`src/rtl/ttbs_pkg.sv`:
```
package ttbs_pkg;

    localparam int IDX_W = 11;
    localparam int FIT_W = 16;
    localparam int CNT_W = 6;

    localparam logic [CNT_W-1:0] SIZE_RESET = CNT_W'(10);

    typedef struct packed {
        logic [IDX_W-1:0] idx;
        logic [FIT_W-1:0] score;
    } t_slot;

endpackage

```
`src/rtl/tournament_top_bottom_select_core.sv`:
```
// channel | signals                                        | direction
// --------+------------------------------------------------+----------
// in      | i_in_valid, o_in_ready, i_entrant_*            | entrant in
// out     | o_out_valid, i_out_ready, o_*_index            | selection out
// cfg     | i_cfg_wr_en, i_cfg_wr_data                     | size write
//
// One item per cycle unless a result stalls; o_out_valid is registered.
// The input register is worked on whenever the result register is empty or
// being taken, so a stalled result blocks only a held input item.
// Synchronous active-low reset clears all slots, the count and sets size to 10.
module tournament_top_bottom_select_core (
    input  logic                        i_clk,
    input  logic                        i_rst_n,
    input  logic                        i_cfg_wr_en,
    input  logic [ttbs_pkg::CNT_W-1:0]  i_cfg_wr_data,
    input  logic                        i_in_valid,
    output logic                        o_in_ready,
    input  logic [ttbs_pkg::IDX_W-1:0]  i_entrant_index,
    input  logic [ttbs_pkg::FIT_W-1:0]  i_entrant_fitness,
    output logic                        o_out_valid,
    input  logic                        i_out_ready,
    output logic [ttbs_pkg::IDX_W-1:0]  o_best_index,
    output logic [ttbs_pkg::IDX_W-1:0]  o_second_index,
    output logic [ttbs_pkg::IDX_W-1:0]  o_second_worst_index,
    output logic [ttbs_pkg::IDX_W-1:0]  o_worst_index
);

    logic [ttbs_pkg::CNT_W-1:0] r_size;
    logic                       r_in_valid;
    ttbs_pkg::t_slot            r_in;
    ttbs_pkg::t_slot            r_best, r_runner, r_low, r_near;
    ttbs_pkg::t_slot            n_best, n_runner, n_low, n_near;
    logic [ttbs_pkg::CNT_W-1:0] r_cnt;
    logic [ttbs_pkg::CNT_W-1:0] n_cnt;
    logic                       r_out_valid;
    logic [ttbs_pkg::IDX_W-1:0] r_out_best, r_out_runner, r_out_near, r_out_low;

    logic proc;
    logic dup;
    logic emit;

    assign proc       = r_in_valid && (!r_out_valid || i_out_ready);
    assign o_in_ready = !r_in_valid || proc;

    always_comb begin
        dup = (r_cnt >= ttbs_pkg::CNT_W'(1) && r_in.idx == r_best.idx)
           || (r_cnt >= ttbs_pkg::CNT_W'(2) && r_in.idx == r_runner.idx)
           || (r_cnt >= ttbs_pkg::CNT_W'(3) && r_in.idx == r_low.idx)
           || (r_cnt >= ttbs_pkg::CNT_W'(4) && r_in.idx == r_near.idx);

        n_best   = r_best;
        n_runner = r_runner;
        n_low    = r_low;
        n_near   = r_near;
        if (r_cnt == ttbs_pkg::CNT_W'(0)) begin
            n_best = r_in;
        end else if (r_cnt == ttbs_pkg::CNT_W'(1)) begin
            n_runner = r_in;
        end else if (r_cnt == ttbs_pkg::CNT_W'(2)) begin
            n_low = r_in;
        end else if (r_cnt == ttbs_pkg::CNT_W'(3)) begin
            n_near = r_in;
        end else if (r_best.score < r_in.score) begin
            n_runner = r_best;
            n_best   = r_in;
        end else if (r_runner.score < r_in.score) begin
            n_runner = r_in;
        end else if (r_low.score > r_in.score) begin
            n_near = r_low;
            n_low  = r_in;
        end else if (r_near.score > r_in.score) begin
            n_near = r_in;
        end

        n_cnt = r_cnt + ttbs_pkg::CNT_W'(1);
        emit  = n_cnt >= r_size;
    end

    always_ff @(posedge i_clk) begin
        if (!i_rst_n) begin
            r_size      <= ttbs_pkg::SIZE_RESET;
            r_in_valid  <= 1'b0;
            r_out_valid <= 1'b0;
            r_cnt       <= '0;
            r_best      <= '0;
            r_runner    <= '0;
            r_low       <= '0;
            r_near      <= '0;
        end else begin
            if (i_cfg_wr_en) begin
                r_size <= i_cfg_wr_data;
            end

            if (i_in_valid && o_in_ready) begin
                r_in_valid <= 1'b1;
            end else if (proc) begin
                r_in_valid <= 1'b0;
            end

            if (proc && !dup && emit) begin
                r_out_valid <= 1'b1;
            end else if (i_out_ready) begin
                r_out_valid <= 1'b0;
            end

            if (proc && !dup) begin
                if (emit) begin
                    r_cnt    <= '0;
                    r_best   <= '0;
                    r_runner <= '0;
                    r_low    <= '0;
                    r_near   <= '0;
                end else begin
                    r_cnt    <= n_cnt;
                    r_best   <= n_best;
                    r_runner <= n_runner;
                    r_low    <= n_low;
                    r_near   <= n_near;
                end
            end
        end
    end

    // payload registers
    always_ff @(posedge i_clk) begin
        if (i_in_valid && o_in_ready) begin
            r_in.idx   <= i_entrant_index;
            r_in.score <= i_entrant_fitness;
        end
        if (proc && !dup && emit) begin
            r_out_best   <= n_best.idx;
            r_out_runner <= n_runner.idx;
            r_out_near   <= n_near.idx;
            r_out_low    <= n_low.idx;
        end
    end

    assign o_out_valid          = r_out_valid;
    assign o_best_index         = r_out_best;
    assign o_second_index       = r_out_runner;
    assign o_second_worst_index = r_out_near;
    assign o_worst_index        = r_out_low;

endmodule

```
`config.mk`:
```
export PLATFORM = sky130hd
export DESIGN_NAME = tournament_top_bottom_select_core
export DESIGN_NICKNAME = d
export VERILOG_FILES = /design/src/rtl/ttbs_pkg.sv /design/src/rtl/tournament_top_bottom_select_core.sv
export SDC_FILE = /design/constraint.sdc
export NUM_CORES = 1
export LEC_CHECK = 0
export BUFFER_PORTS_ARGS = -buffer_cell sky130_fd_sc_hd__buf_2
export CAP_MARGIN = 5
export CORE_UTILIZATION = 43
export DETAILED_ROUTE_END_ITERATION = 10
export GPL_TIMING_DRIVEN = 0
export PLACE_DENSITY = 0.63
export SLEW_MARGIN = 5
export SYNTH_ARGS = -nofsm -noshare
export SYNTH_HDL_FRONTEND = slang
export SYNTH_SLANG_ARGS = --single-unit
```
`constraint.sdc`:
```
create_clock -name i_clk -period 13.82 [get_ports i_clk]
set_clock_uncertainty 0.15 [all_clocks]
set_input_delay 0.691 -clock i_clk [delete_from_list [all_inputs] [get_ports i_clk]]
set_output_delay 0.691 -clock i_clk [all_outputs]
set_load 0.02 [all_outputs]
```
; Word level (Yosys, flattened, before mapping)
; Cells that the tools add are included.
; Widths: inputs -> output; s select.
[totals]
reg_bits = 193
[classes]
n_addsub = 1
magnitude_cmp = 9
n_eq_ne = 20
n_mux = 35
n_reduce_logical = 27
[op_table]
columns = operator, n
row1 = $mux 27, 30
row2 = $eq 11x11->1, 4
row3 = $gt 16x16->1, 2
row4 = $lt 16x16->1, 2
row5 = $ne 3x3->1 const B, 10
row6 = $reduce_and 7->1, 2
row7 = $eq 6x2->1 const B, 2
row8 = $ge 6x2->1 const B, 2
row9 = $reduce_and 5->1, 2
row10 = $logic_and 1x1->1, 8
row11 = $reduce_bool 4->1, 2
row12 = $add 6x1->6 const B, 1
row13 = $eq 6x1->1 const B, 1
row14 = $ge 6x1->1 const B, 1
row15 = $ge 6x3->1 const B, 1
row16 = $ge 6x6->1, 1
row17 = $logic_not 6->1, 1
row18 = $mux 6, 1
row19 = $ne 2x2->1 const B, 3
row20 = $reduce_bool 3->1, 2
row21 = $logic_or 1x1->1, 5
row22 = $mux 1, 4
row23 = $reduce_bool 2->1, 2
row24 = $logic_not 1->1, 3

; Longest topological paths before layout
[logic_depth]
depth_word = 10
depth_mapped = 14
depth_no_buf = 11

; Worst setup path after synthesis
; No wires, ideal clock.
[synth_path]
path_type = flip-flop to flip-flop
start = reg r_cnt[2] (netlist name)
end = reg r_out_best, in the netlist o_best_index[0], enable pin
setup_ns = 0.447
arrival_time_ns = 3.763
t_required_ns = 13.223
setup_slack_ns = 9.460
stages_incl_launch_ff = 11
path_cell_list = dfxtp_1 > buf_2 > or4_4 > buf_6 > nor2_2 > nor4_1 > nor3b_2 > nand4_1 > buf_2 > clkbuf_1 > nor2_1
[synth_between]
elab_chain_len = 8
word_cells_on_any_way = 16
[synth_rtl]
columns = item, line_no
row1 = start: declaration, tournament_top_bottom_select_core.sv:33  ; logic [ttbs_pkg::CNT_W-1:0] r_cnt;
row2 = start signal: assignment, tournament_top_bottom_select_core.sv:114  ; r_cnt <= n_cnt;
row3 = "parallel branches: the longest is 7 deep, another holds $add 6x1->6", --
row4 = $logic_and 1x1->1 *, tournament_top_bottom_select_core.sv:130  ; if (proc && !dup && emit) begin
row5 = end signal: assignment, tournament_top_bottom_select_core.sv:131  ; r_out_best <= n_best.idx;
row6 = end: declaration, tournament_top_bottom_select_core.sv:36  ; logic [ttbs_pkg::IDX_W-1:0] r_out_best, r_out_runner, r_out_near, r_out_low;
; Mark *: on every way between the ends.
; A chain may end at the register's enable or synchronous reset.

; Worst setup path after layout
[layout_path]
start = reg r_cnt[0] (netlist name)
end = reg r_best[11] (netlist name)
[layout_between]
elab_chain_len = 8
word_cells_on_any_way = 26
[layout_rtl]
columns = item, line_no
row1 = "parallel branches: the longest is 8 deep, another holds $add 6x1->6", --
row2 = end signal: assignment, tournament_top_bottom_select_core.sv:115  ; r_best <= n_best;
row3 = end: declaration, tournament_top_bottom_select_core.sv:31  ; ttbs_pkg::t_slot r_best, r_runner, r_low, r_near;
; Parallel ways; which one is timed is not known.

==> results.yml <==
clock_tree:
  hold_buffers: 0
  numCtsBuffers: 17
  clock_latency_ns: 0.45
  tritoncts: "built"
  ctsResizeCount: 0
  cts_setup_buffers: 0
  cts_max_path_buffers: 2
  htreeDepth: 4
  cts.clk_slew.worst_paths_ns: 0.08
  cts-root-buf: "clkbuf_16"
  cts_sinks: 193
setup_path:
  slowest_stage: "dfxtp_1"
  worst-path-stages: 14
  r2r_end: "r_best[11]"
  cp-start-kind: "flip-flop"
  crit_buf_inv: 3
  crit_chain: "ha_1, clkbuf_1, xor2_1, ha_1, o21a_1, o21ai_0, o21bai_1, a21oi_2, nand2_1, nor2_1, and2_1, buf_2, buf_2, a22o_1"
  endpoint_kind: "flip-flop"
  r2r-start: "r_cnt[0]"
  crit_required_ns: 14.05
  startpoint: "r_cnt[0]"
  cp_top_family: "compound AO/OA/AOI/OAI gates"
  slowest_delay_ns: 0.52
  crit_path_end: "r_best[11]"
  reg2reg_setup_slack_ns: 9.39
  timing_worst_setup_path_type: "flip-flop to flip-flop"
  reg2regPathDepth: 14
  arrival_ns: 4.66
  critPathMaxFanout: 10
logic_synthesis:
  netlist_area_mm2: 0.0102
  ys_warn_count: 0
  synth_nets: 1099
  avgSynthCellArea_um2: 10.3
  ys_ff_latch: 193
  synth-compound-area-share_pct: 21.9
  synth_xor_area_share_pct: 4.13
  synth.distinct_cells: 66
  syn_inst: 988
  synth_top_family_by_area: "compound AO/OA/AOI/OAI gates"
  synth_adder_area_share_pct: 8.97
  synth_async_sr_flop_share_pct: 0
  ys_seq_area_share_pct: 44.9
  synthSimpleGateAreaFrac_pct: 11.7
  synth-main-ff-cell: "dfxtp_1"
  synth_edf_count: 71
  synthMuxAreaShare_pct: 3.91
layout:
  num_antenna_cells: 0
  syn_to_final_growth_pct: 13.9
  fin_nets: 1200
  nFillCells: 2075
  drive_above_1_share_pct: 17.1
  instances_no_fill: 1415
sta:
  finalSetupViolCount: 0
  fin_hold_ws_ns: 0.263
  tightest_slew_ns: 0.716
  period_share_pct: 32.0
  fmax_mhz: 226
  tns_ns: 0
  finalMaxSlewViolations: 0
  min_period_ns: 4.43
  rsz0062_at_grt: "no"
  relSlewSlack_pct: 52.3
  hold_violations: 0
power:
  leakage_uw: 0.00481
  ir_drop_v: 0.0000743
  power_density_mw_per_mm2: 111
  p_total_uw: 1280
detailed_routing:
  final_antenna_net_count: 0
  routed_via_density: 5.76
  wl_per_cell_um: 18.7
  drc: 0
  vias: 8153
  drtIter0Drc: 821
  routed_wl_mm: 26.5
  drtPass1Iterations: 7
die:
  rows: 55
  die_h_um: 156
  num_io_pins: 84
  core_area_mm2: 0.0229
  dieWidth_um: 156
  die_area_mm2: 0.0243
  initial_utilization_pct: 44.4
global_route:
  grt_pass1_wl_mm: 42.1
  antenna_found_initial: 0
  gr-total-overflow: 0
  grt_max_degree: 33
  grt_util_all_layers_pct: 22.4
  first_global_vias: 7640
place:
  dp_hpwl_mm: 19.2
  gp_routability_congestion: 0.860
  io_buffer_count: 81
  dp.cells: 1383
flow_run:
  maxCapViolCount: 0
run_status:
  status: "finished clean"
worst_hold_path:
  worstHoldPathType: "primary input to flip-flop"
  hold_start: "i_entrant_index[8]"
-- cell type report --
type	count	area, um^2	share of cell area, %
plain buffers	74	329	2.84
well taps	313	392	3.38
flip-flops and latches	193	4570	39.4
multi-input cells	686	5160	44.4
repair buffers	82	425	3.67
clock inverters	15	168	1.45
clock buffers	17	425	3.67
inverters	35	131	1.13
-- cells in the final DEF (no fill, tap or decap), types with 17 or more instances in the layout --
cell	n
a21oi_1	67
a22o_1	55
buf_2	104
clkbuf_1	46
clkbuf_16	17
dfxtp_1	122
edfxtp_1	71
ha_1	73
inv_1	35
mux2_2	22
nand2_1	80
nand3_1	21
nor2_1	43
o211ai_1	25
xnor2_1	22
xor2_1	26
-- Yosys cell counts (7+ instances only) --
library cell | instances | area [um^2]
xor2_1 | 26 | 228
a2bb2oi_1 | 15 | 131
edfxtp_1 | 71 | 2130
nand4_1 | 15 | 93.8
buf_2 | 23 | 115
mux2i_1 | 15 | 150
a21oi_1 | 67 | 335
a32oi_1 | 10 | 87.6
nand2_1 | 80 | 300
a22o_1 | 55 | 482
nor4_1 | 10 | 62.6
clkbuf_1 | 46 | 173
nor2b_1 | 13 | 81.3
mux2_2 | 22 | 248
a221oi_2 | 11 | 165
ha_1 | 73 | 913
and2_1 | 7 | 43.8
nor2_1 | 44 | 165
a221oi_1 | 8 | 70.1
o221ai_1 | 16 | 140
or3_1 | 15 | 93.8
a31oi_1 | 10 | 62.6
inv_1 | 35 | 131
o21ai_0 | 15 | 75.1
nor3_1 | 8 | 40.0
xnor2_1 | 22 | 193
a222oi_1 | 11 | 110
a22oi_1 | 12 | 90.1
o211ai_1 | 25 | 188
nand3_1 | 21 | 105
dfxtp_1 | 122 | 2440
a21o_1 | 7 | 52.6
-- per-stage QoR --
stage	worst slack [ns]	util, %	instance area [um^2]
after global routing	9.12	50.6	11600
after CTS	9.48	50.6	11600
after floorplan	9.46	-	10200
after global placement	8.07	47.9	11000
after detailed placement	9.49	48.0	11000
final	9.39	50.6	11600
-- sequential cells by signal (all words and copies together), names as in the netlist --
register and count:
r_best 27, r_in 27, r_low 27, r_near 27, r_runner 27, o_best_index 11, o_second_index 11, o_second_worst_index 11
o_worst_index 11, r_cnt 6, r_size 6, o_out_valid 1, r_in_valid 1
-- logic make-up (layout without fill, tap and decap cells) --
group	after synthesis	after routing
xor+xnor	48	48
simple gates	237	237
fa+ha+maj	73	73
flops	193	193
compound gates	291	291
buf+inv	109	223
mux	37	37
-- how the worst min path moves through the flow --
stage	slack [ns]	to	cells past startpoint
3_3_place_gp	0.29	r_runner[0]	2
2_1_floorplan	0.28	r_runner[0]	2
6_report	0.26	r_in[24]	1
4_1_cts	0.26	r_in[24]	1
3_5_place_dp	0.30	r_runner[0]	2
5_1_grt	0.25	r_in[7]	1
-- per-layer routing --
metal / track usage (%) / vias to the layer above / wire length (um)
met2: 33.3 / 278 / 11300
met5: 0 / - / 0
li1: - / 3951 / -
met1: 33.7 / 3882 / 13300
met3: 3.11 / 42 / 1370
met4: 6.35 / 0 / 476
-- power by group --
part / internal, uW / switching (uW) / leakage, uW
clock network: 258 / 245 / 0.000290
logic: 56.5 / 93.5 / 0.00286
registers: 609 / 21.3 / 0.00166
(Power assumes the default switching activity.)
